**config.mk**
```make
export PLATFORM = sky130hd
export DESIGN_NAME = dvfs_max_vote_aggregator_core
export DESIGN_NICKNAME = d
export VERILOG_FILES = /design/src/hdl/dmva_pkg.sv /design/src/hdl/dmva_csr.sv /design/src/hdl/dmva_level_max.sv /design/src/hdl/dvfs_max_vote_aggregator_core.sv
export VERILOG_INCLUDE_DIRS = /design/src /design/src/hdl
export SDC_FILE = /design/constraint.sdc
export NUM_CORES = 1
export LEC_CHECK = 0
export BUFFER_PORTS_ARGS = -buffer_cell sky130_fd_sc_hd__buf_4
export CAP_MARGIN = 5
export CORE_UTILIZATION = 58
export CTS_BUF_LIST = sky130_fd_sc_hd__clkbuf_16
export DETAILED_ROUTE_END_ITERATION = 10
export GPL_TIMING_DRIVEN = 0
export PLACE_DENSITY = 0.79
export SYNTH_ARGS = -nofsm -noshare
export SYNTH_HDL_FRONTEND = slang
export SYNTH_HIERARCHICAL = 1
export SYNTH_SLANG_ARGS = --single-unit
```
**constraint.sdc**
```tcl
create_clock -name clock -period 16.43 [get_ports clock]
set_input_delay 3.286 -clock clock [delete_from_list [all_inputs] [get_ports clock]]
set_output_delay 3.286 -clock clock [all_outputs]
set_load 0.005 [all_outputs]
```
**src/hdl/dvfs_max_vote_aggregator_core_assert.svh**
```systemverilog
// Assertion macros used by the block's core module.
`ifndef DVFS_MAX_VOTE_AGGREGATOR_CORE_ASSERT_SVH
`define DVFS_MAX_VOTE_AGGREGATOR_CORE_ASSERT_SVH

`ifndef SYNTH

// Checked property, disabled while reset is high.
`define DMVA_ASSERT(name, clk, rst, prop) \
   name: assert property (@(posedge clk) disable iff (rst) prop) \
      else $error("dmva assertion failed");

// Checked property that also holds through reset.
`define DMVA_ASSERT_ALWAYS(name, clk, prop) \
   name: assert property (@(posedge clk) prop) \
      else $error("dmva assertion failed");

`else

`define DMVA_ASSERT(name, clk, rst, prop)
`define DMVA_ASSERT_ALWAYS(name, clk, prop)

`endif

`endif

```
**src/hdl/dmva_pkg.sv**
```systemverilog
`default_nettype none

package dmva_pkg;

   localparam int NUM_CLIENTS = 8;
   localparam int LEVEL_W     = 4;
   localparam int CLIENT_W    = 4;
   localparam int COUNT_W     = 32;
   localparam int CLIENT_IDX_W = (NUM_CLIENTS > 1) ? $clog2(NUM_CLIENTS) : 1;

   localparam logic [LEVEL_W-1:0] NO_VOTE     = LEVEL_W'(7);
   localparam logic [LEVEL_W-1:0] FLOOR_RESET = LEVEL_W'(1);

   typedef enum logic {
      OP_VOTE = 1'b0,
      OP_INIT = 1'b1
   } opcode_type;

   typedef enum logic [1:0] {
      ST_OK          = 2'd0,
      ST_INVALID     = 2'd1,
      ST_NOT_READY   = 2'd2,
      ST_SWITCH_FAIL = 2'd3
   } status_type;

   typedef logic [NUM_CLIENTS-1:0][LEVEL_W-1:0] vote_table_type;

   // Reduction result over one vote table.
   typedef struct packed {
      logic [LEVEL_W-1:0] eff_level;
      logic               all_none;
   } vote_sum_type;

endpackage

`default_nettype wire

```
**src/hdl/dmva_csr.sv**
```systemverilog
`default_nettype none

module dmva_csr
   import dmva_pkg::*;
(
   input  wire logic               clock,
   input  wire logic               reset,
   input  wire logic               csr_psel,
   input  wire logic               csr_penable,
   input  wire logic               csr_pwrite,
   input  wire logic [2:0]         csr_paddr,
   input  wire logic [31:0]        csr_pwdata,
   output logic      [31:0]        csr_prdata,
   output logic                    csr_pready,
   output logic      [LEVEL_W-1:0] floor_level
);

   typedef enum logic {
      REG_FLOOR = 1'b0,
      REG_NONE  = 1'b1
   } reg_index_type;

   logic [LEVEL_W-1:0] floor_ff;
   logic [LEVEL_W-1:0] floor_in;
   reg_index_type      reg_sel;
   logic               wr_en;

   assign csr_pready  = 1'b1;
   assign reg_sel     = reg_index_type'(csr_paddr[2]);
   assign wr_en       = csr_psel && csr_penable && csr_pwrite && csr_pready;
   assign floor_level = floor_ff;

   always_comb begin
      floor_in    = floor_ff;
      csr_prdata  = '0;
      unique case (reg_sel)
         REG_FLOOR: begin
            csr_prdata = {{(32-LEVEL_W){1'b0}}, floor_ff};
            if (wr_en) begin
               floor_in = csr_pwdata[LEVEL_W-1:0];
            end
         end
         default: begin
            csr_prdata = '0;
         end
      endcase
   end

   always_ff @(posedge clock) begin
      if (reset) begin
         floor_ff <= FLOOR_RESET;
      end else begin
         floor_ff <= floor_in;
      end
   end

endmodule

`default_nettype wire

```
**src/hdl/dmva_level_max.sv**
```systemverilog
`default_nettype none

module dmva_level_max
   import dmva_pkg::*;
(
   input  wire vote_table_type     votes,
   input  wire logic [LEVEL_W-1:0] floor_level,
   output vote_sum_type            sum
);

   // Withdrawn entries do not take part in the maximum.
   always_comb begin
      sum.eff_level = floor_level;
      sum.all_none  = 1'b1;
      for (int i = 0; i < NUM_CLIENTS; i++) begin
         if (votes[i] != NO_VOTE) begin
            sum.all_none = 1'b0;
            if (votes[i] > sum.eff_level) begin
               sum.eff_level = votes[i];
            end
         end
      end
   end

endmodule

`default_nettype wire

```
**src/hdl/dvfs_max_vote_aggregator_core.sv**
```systemverilog
`default_nettype none

// Max-vote performance-level aggregator. Each client holds one vote; the effective level is
// the larger of floor_level and every vote that is not NO_VOTE. An init request clears all
// votes and loads the current and peak levels from the reported hardware level. A vote that
// moves the effective level asks for a switch, and switch_ok in the same request decides
// whether the level, peak and transition count follow or the vote is rolled back. Every
// request gives exactly one response, which passes the input register, then the result
// register; one request is taken per cycle when the response side keeps up. The eight-entry
// maximum over the vote table sets the path between the two registers.
// floor_level is written through the APB port at byte address 0 and should only change while
// no request is in flight.

`include "dvfs_max_vote_aggregator_core_assert.svh"

module dvfs_max_vote_aggregator_core
   import dmva_pkg::*;
(
   input  wire logic        clock,
   input  wire logic        reset,
   // tdata: client[3:0], level[7:4], switch_ok[8], zero[15:9]
   input  wire logic [15:0] req_tdata,
   // tuser: opcode[0]
   input  wire logic [0:0]  req_tuser,
   input  wire logic        req_tvalid,
   output logic             req_tready,
   // tdata: switch_request[0], request_level[4:1], current_level[8:5],
   // peak_level[12:9], transition_count[44:13], all_withdrawn[45], zero[47:46]
   output logic [47:0]      rsp_tdata,
   // tuser: status[1:0]
   output logic [1:0]       rsp_tuser,
   output logic             rsp_tvalid,
   input  wire logic        rsp_tready,
   input  wire logic        csr_psel,
   input  wire logic        csr_penable,
   input  wire logic        csr_pwrite,
   input  wire logic [2:0]  csr_paddr,
   input  wire logic [31:0] csr_pwdata,
   output logic      [31:0] csr_prdata,
   output logic             csr_pready
);

   logic [LEVEL_W-1:0] floor_level;

   // Input register.
   logic                in_valid_ff, in_valid_in;
   opcode_type          in_op_ff;
   logic [CLIENT_W-1:0] in_client_ff;
   logic [LEVEL_W-1:0]  in_level_ff;
   logic                in_ok_ff;

   // Architectural state.
   vote_table_type      votes_ff, votes_in;
   logic [LEVEL_W-1:0]  now_ff, now_in;
   logic [LEVEL_W-1:0]  peak_ff, peak_in;
   logic [COUNT_W-1:0]  count_ff, count_in;
   logic                ready_ff, ready_in;

   // Result register.
   logic                rsp_valid_ff, rsp_valid_in;
   status_type          rsp_status_ff, rsp_status_in;
   logic                rsp_sw_ff, rsp_sw_in;
   logic [LEVEL_W-1:0]  rsp_req_level_ff, rsp_req_level_in;
   logic                rsp_all_ff;

   logic                req_fire;
   logic                fire;
   logic                bad_arg;
   logic                commit_ok;
   vote_table_type      cand_votes;
   vote_sum_type        cand_sum;
   vote_sum_type        next_sum;
   logic [CLIENT_IDX_W-1:0] client_idx;

   dmva_csr u_csr (
      .clock       (clock),
      .reset       (reset),
      .csr_psel    (csr_psel),
      .csr_penable (csr_penable),
      .csr_pwrite  (csr_pwrite),
      .csr_paddr   (csr_paddr),
      .csr_pwdata  (csr_pwdata),
      .csr_prdata  (csr_prdata),
      .csr_pready  (csr_pready),
      .floor_level (floor_level)
   );

   assign fire       = in_valid_ff && (!rsp_valid_ff || rsp_tready);
   assign req_tready = !in_valid_ff || fire;
   assign req_fire   = req_tvalid && req_tready;

   assign client_idx = in_client_ff[CLIENT_IDX_W-1:0];
   assign bad_arg    = ({1'b0, in_client_ff} >= (CLIENT_W+1)'(NUM_CLIENTS))
                       || (in_level_ff > NO_VOTE);

   always_comb begin
      cand_votes             = votes_ff;
      cand_votes[client_idx] = in_level_ff;
   end

   dmva_level_max u_cand_max (
      .votes       (cand_votes),
      .floor_level (floor_level),
      .sum         (cand_sum)
   );

   always_comb begin
      votes_in         = votes_ff;
      now_in           = now_ff;
      peak_in          = peak_ff;
      count_in         = count_ff;
      ready_in         = ready_ff;
      rsp_status_in    = ST_OK;
      rsp_sw_in        = 1'b0;
      rsp_req_level_in = '0;
      commit_ok        = 1'b0;
      if (in_op_ff == OP_INIT) begin
         votes_in = {NUM_CLIENTS{NO_VOTE}};
         now_in   = in_level_ff;
         peak_in  = in_level_ff;
         ready_in = 1'b1;
      end else if (bad_arg) begin
         rsp_status_in = ST_INVALID;
      end else if (!ready_ff) begin
         rsp_status_in = ST_NOT_READY;
      end else if (cand_sum.eff_level == now_ff) begin
         votes_in = cand_votes;
      end else begin
         rsp_sw_in        = 1'b1;
         rsp_req_level_in = cand_sum.eff_level;
         if (in_ok_ff) begin
            commit_ok = 1'b1;
            votes_in  = cand_votes;
            now_in    = cand_sum.eff_level;
            if (cand_sum.eff_level > peak_ff) begin
               peak_in = cand_sum.eff_level;
            end
            count_in = count_ff + COUNT_W'(1);
         end else begin
            rsp_status_in = ST_SWITCH_FAIL;
         end
      end
   end

   dmva_level_max u_next_max (
      .votes       (votes_in),
      .floor_level (floor_level),
      .sum         (next_sum)
   );

   always_comb begin
      in_valid_in = in_valid_ff;
      if (req_fire) begin
         in_valid_in = 1'b1;
      end else if (fire) begin
         in_valid_in = 1'b0;
      end
      rsp_valid_in = rsp_valid_ff;
      if (fire) begin
         rsp_valid_in = 1'b1;
      end else if (rsp_tready) begin
         rsp_valid_in = 1'b0;
      end
   end

   always_ff @(posedge clock) begin
      if (reset) begin
         in_valid_ff  <= 1'b0;
         rsp_valid_ff <= 1'b0;
         votes_ff     <= {NUM_CLIENTS{NO_VOTE}};
         now_ff       <= '0;
         peak_ff      <= '0;
         count_ff     <= '0;
         ready_ff     <= 1'b0;
      end else begin
         in_valid_ff  <= in_valid_in;
         rsp_valid_ff <= rsp_valid_in;
         if (fire) begin
            votes_ff <= votes_in;
            now_ff   <= now_in;
            peak_ff  <= peak_in;
            count_ff <= count_in;
            ready_ff <= ready_in;
         end
      end
   end

   always_ff @(posedge clock) begin
      if (req_fire) begin
         in_op_ff     <= opcode_type'(req_tuser[0]);
         in_client_ff <= req_tdata[3:0];
         in_level_ff  <= req_tdata[7:4];
         in_ok_ff     <= req_tdata[8];
      end
      if (fire) begin
         rsp_status_ff    <= rsp_status_in;
         rsp_sw_ff        <= rsp_sw_in;
         rsp_req_level_ff <= rsp_req_level_in;
         rsp_all_ff       <= ready_in && next_sum.all_none;
      end
   end

   // The response shows the state as it stood right after the request.
   assign rsp_tvalid = rsp_valid_ff;
   assign rsp_tuser  = rsp_status_ff;
   assign rsp_tdata  = {2'b00, rsp_all_ff, count_ff, peak_ff, now_ff,
                        rsp_req_level_ff, rsp_sw_ff};

   `DMVA_ASSERT(a_count_only_on_commit, clock, reset,
      (count_ff != $past(count_ff)) |-> $past(commit_ok && fire))
   `DMVA_ASSERT(a_peak_covers_now, clock, reset,
      ready_ff |-> (peak_ff >= now_ff))
   `DMVA_ASSERT(a_switch_status, clock, reset,
      (rsp_valid_ff && rsp_sw_ff) |->
         (rsp_status_ff == ST_OK || rsp_status_ff == ST_SWITCH_FAIL))
   `DMVA_ASSERT(a_state_held_without_fire, clock, reset,
      !$past(fire) |-> ($stable(now_ff) && $stable(ready_ff) && $stable(votes_ff)))

endmodule

`default_nettype wire
```
# Word-level counts from Yosys, hierarchy flattened
# Cells that the tools add are included.
# totals
register_bits	97
in_bits	59
wordCells	151
output_inout_bits	85
# op_classes
bitwise_logic	5
n_reduce_logical	23
n_eq_ne	19
muxes	60
n_addsub	1
n_lt_le_gt_ge	19
# ops
cell	n
$mux W32	5
$mux W4	27
$mux W5	14
$ne A4 B3 Y1 const B	16
$gt A4 B4 Y1	15
$add A32 B1 Y32 const B	1
$bwmux W32	1
$demux W4 S3	1
$reduce_and A6 Y1	2
$reduce_bool A2 Y1	5
$mux W1	9
$logic_and A1 B1 Y1	6
$mux W2	3
$not A1 Y1	5
$reduce_and A5 Y1	1
$eq A4 B4 Y1	1
$ge A4 B4 Y1 const B	1
$gt A4 B3 Y1 const B	1
$lt A3 B4 Y1 const B	1
$ne A2 B2 Y1 const B	2
$reduce_or A4 Y1	1
$ge A3 B1 Y1 const B	1
$logic_or A1 B1 Y1	3
$reduce_or A3 Y1	1
other kinds (3)	4

# Logic depth before layout (Yosys ltp)
# logic_depth
depth_word	55
depth_mapped	77
ltp_nobuf	75

# By module
# The synthesis kept the hierarchy.
# modules_own_cells
mod	seq_area_each_um2	area_each_um2	instances	cells_per_inst
dvfs_max_vote_aggregator_core	2042.0	4825.9	1	524
dmva_level_max	0.0	1664.1	2	228
dmva_csr	80.1	446.7	1	53

# Worst setup path after synthesis
# OpenSTA, ideal clock, no wires.
# synth_timing
kind	register -> register
from	register in_client_ff[2]
to	register rsp_all_ff (data pin)
arrival_time_ns	14.943
setup_ns	0.130
t_required_ns	16.300
stages_incl_launch_ff	71
path_slack_ns	1.357
path_buffers	2
cell_sequence	edfxtp_1 -> nor3_1 -> mux2_2 -> ha_1 -> nor2b_1 -> o211ai_2 -> a21oi_1 -> mux2i_1 -> ha_1 -> nor2b_1 -> or4_1 -> o211ai_1 -> a31oi_1 -> and2_1 -> mux2_2 -> ha_1 -> nand2_1 -> o21bai_1 -> [... 35 more ...] -> mux2_2 -> ha_1 -> o21a_1 -> o21a_1 -> o211ai_1 -> mux2_4 -> xor2_1 -> o41a_1 -> nor2b_1 -> buf_2 -> buf_2 -> nand2_1 -> nand3b_1 -> inv_1 -> or4_1 -> nor4_1 -> and3_1 -> o21a_1
# synth_lines
element	line_no	text
start: declaration	dvfs_max_vote_aggregator_core.sv:48	logic [CLIENT_W-1:0] in_client_ff;
start signal: assignment	dvfs_max_vote_aggregator_core.sv:191	in_client_ff <= req_tdata[3:0];
end signal: assignment	dvfs_max_vote_aggregator_core.sv:199	rsp_all_ff <= ready_in && next_sum.all_none;
end: declaration	dvfs_max_vote_aggregator_core.sv:64	logic rsp_all_ff;

==> out/qor.txt <==
post-route ant nets = 0
relative slew slack = 0.497
io pins = 144
CTS root buf = clkbuf_16
met2 routed WL = 9310 microns
failing checks = design-rule violations
Worst-path clk slew = 70 ps
YS warnings = 6
Setup crit start kind = flop
Starting Density = 0.605
Highest Signal Layer = met4
max incr delay on CP = 570 ps
reg2reg setup slack = 660 ps
Cell Pwr Density = 78.2 nW/um^2
Finished Core Util = 0.737
Detailed Route WL = 18,800 microns
Max H-tree Level = 3
final setup violation count = 0
Total Neg Setup Slack = 0 ps
number of port buffers = 75
layout cells sized above 1 = 0.265
die area = 12,600 sq um
Crit path arrival time = 15,990 ps
ant diodes = 0
chip height = 112 microns
Crit. End Element = flop
Routed WL per cell = 17.0 microns
Area growth syn-to-layout = 21.9%
Residual DRC = 14
Avg Inst Size Synth = 8.58 sq um
Tmin final = 15,770 ps
netlist area before placement = 7020 sq um
Lkg Pwr = 3.65 nW
crit path max fanout = 10
Worst EP required = 16,660 ps
Post-Layout Cell Count = 1,107
Placed Instances = 1,065
number of global-route vias before repair = 6,405
Top cell by count, worst path = ha_1
Internal = 0.000462 W
Slew Limit Fails = 0
initial antenna violation count = 0
WS Path Type = reg2reg
Metal-1 WL = 8150 microns
first-pass GRT wire length = 30,200 microns
hold_ws = 487 ps
metal3 WL = 1170 microns
worst-margin pin slew = 751 ps
Clk network pwr share = 0.317
total gr overflow = 0
Worst path slowest cell = or4_1
fin crit share = 0.960
iteration count of the initial detailed-routing pass = 8
overall via count from detail_route = 6,628
commonest non-fill, non-tap cells in the layout = buf_4 (134), dfxtp_1 (79), nand2_1 (75)
part of the power in registers = 0.377
row count = 39
Core Area = 11,600 sq um
Final Hold Fails = 0
Global Route Usage Sum = 0.293
Longest Clk Path Bufs = 2
Clock Skew = 9.79 ps
commonest non-fill, non-tap cell in the layout = buf_4
fin nets = 1,045
switching share of total power = 0.310
Die Span X = 112 microns
pin count of the biggest net entering global routing = 17
worst vdd ir = 87.3 uV
combinational power share = 0.306
hold buffer count at cts = 0
status = finished with violations
worst hold path class = reg2reg
DR iter-0 viols = 681
total CTS buffers = 9
clk_lat worst skew = 350 ps
total net switching power = 0.000207 W
CTS tree = built
Final Worst Setup Slack = 663 ps
GPL Wtd Cong = 0.856
Cells after Synth = 819
pre-CTS setup slack = -762 ps
fmax = 63.4 MHz
HPWL after detailed placement = 13,800 microns
fill count = 872
Vias/cell = 5.99
CTS sink cnt = 97
max cap viols = 0
-- path summary, 6_finish.rpt --
check	endpoint	cells after the start	start
setup / recovery	rsp_all_ff$_DFFE_PP_	74	in_client_ff[1]$_DFFE_PP_
hold / removal	votes_ff[12]$_SDFFE_PP1P_	1	votes_ff[12]$_SDFFE_PP1P_
setup reg to reg	rsp_all_ff$_DFFE_PP_	74	in_client_ff[1]$_DFFE_PP_
hold reg to reg	votes_ff[12]$_SDFFE_PP1P_	1	votes_ff[12]$_SDFFE_PP1P_
-- power by group through the flow --
stage,registers (W),clock network (W),logic (W)
6_report,0.000253,0.000212,0.000205
5_1_grt,0.000253,0.000220,0.000222
4_1_cts,0.000252,0.000213,0.000171
3_5_place_dp,0.000258,0,0.000165
3_3_place_gp,0.000257,0,0.000156
2_1_floorplan,0.000255,0,0.000126
-- per-layer routing --
layer  track usage  vias to the layer above
met2         0.518                      239
li1              -                     3193
met4        0.0853                        0
met1         0.360                     3174
met3        0.0605                       22
met5             0                        -
-- stage by stage --
stage	total power, W	area [sq um]
after floorplan	0.000381	7130
after global placement	0.000414	7870
after detailed placement	0.000423	7870
after CTS	0.000637	8240
after global routing	0.000694	8560
final	0.000669	8560
-- worst max-delay path: cells and delay by family (launching register included) --
kind | cells | cell delay, ps
multiplexers | 8 | 2490
adder cells (fa/ha/maj) | 9 | 2560
flip-flops | 1 | 480
XOR/XNOR | 1 | 160
buffers and inverters | 8 | 890
AND/OR/NAND/NOR | 24 | 4220
AO/OA/AOI/OAI | 24 | 4850
-- sequential cells by signal, summed over array words and instances (netlist names) --
signal,count
count_ff,32
votes_ff,32
in_client_ff,4
in_level_ff,4
now_ff,4
peak_ff,4
rsp_req_level_ff,4
u_csr/floor_level,4
rsp_tuser,2
in_ok_ff,1
in_op_ff,1
in_valid_ff,1
ready_ff,1
rsp_all_ff,1
rsp_sw_ff,1
rsp_tvalid,1
-- layout make-up --
cell class / count / area [sq um] / area share
clock buffers: 11 / 275 / 0.0321
well taps: 143 / 179 / 0.0209
flip-flops and latches: 97 / 2120 / 0.248
plain buffers: 69 / 434 / 0.0507
multi-input cells: 633 / 4590 / 0.536
clock inverters: 5 / 26.3 / 0.00307
inverters: 48 / 180 / 0.0210
repair buffers: 101 / 758 / 0.0885
-- repair_timing --
item | CTS | global route
pin swaps | 1 | 16
resized for setup | 10 | 30
setup buffers | 3 | 23
endpoints found under the setup margin | 1 | 69
Note: power is estimated with default switching activity, not from simulation.
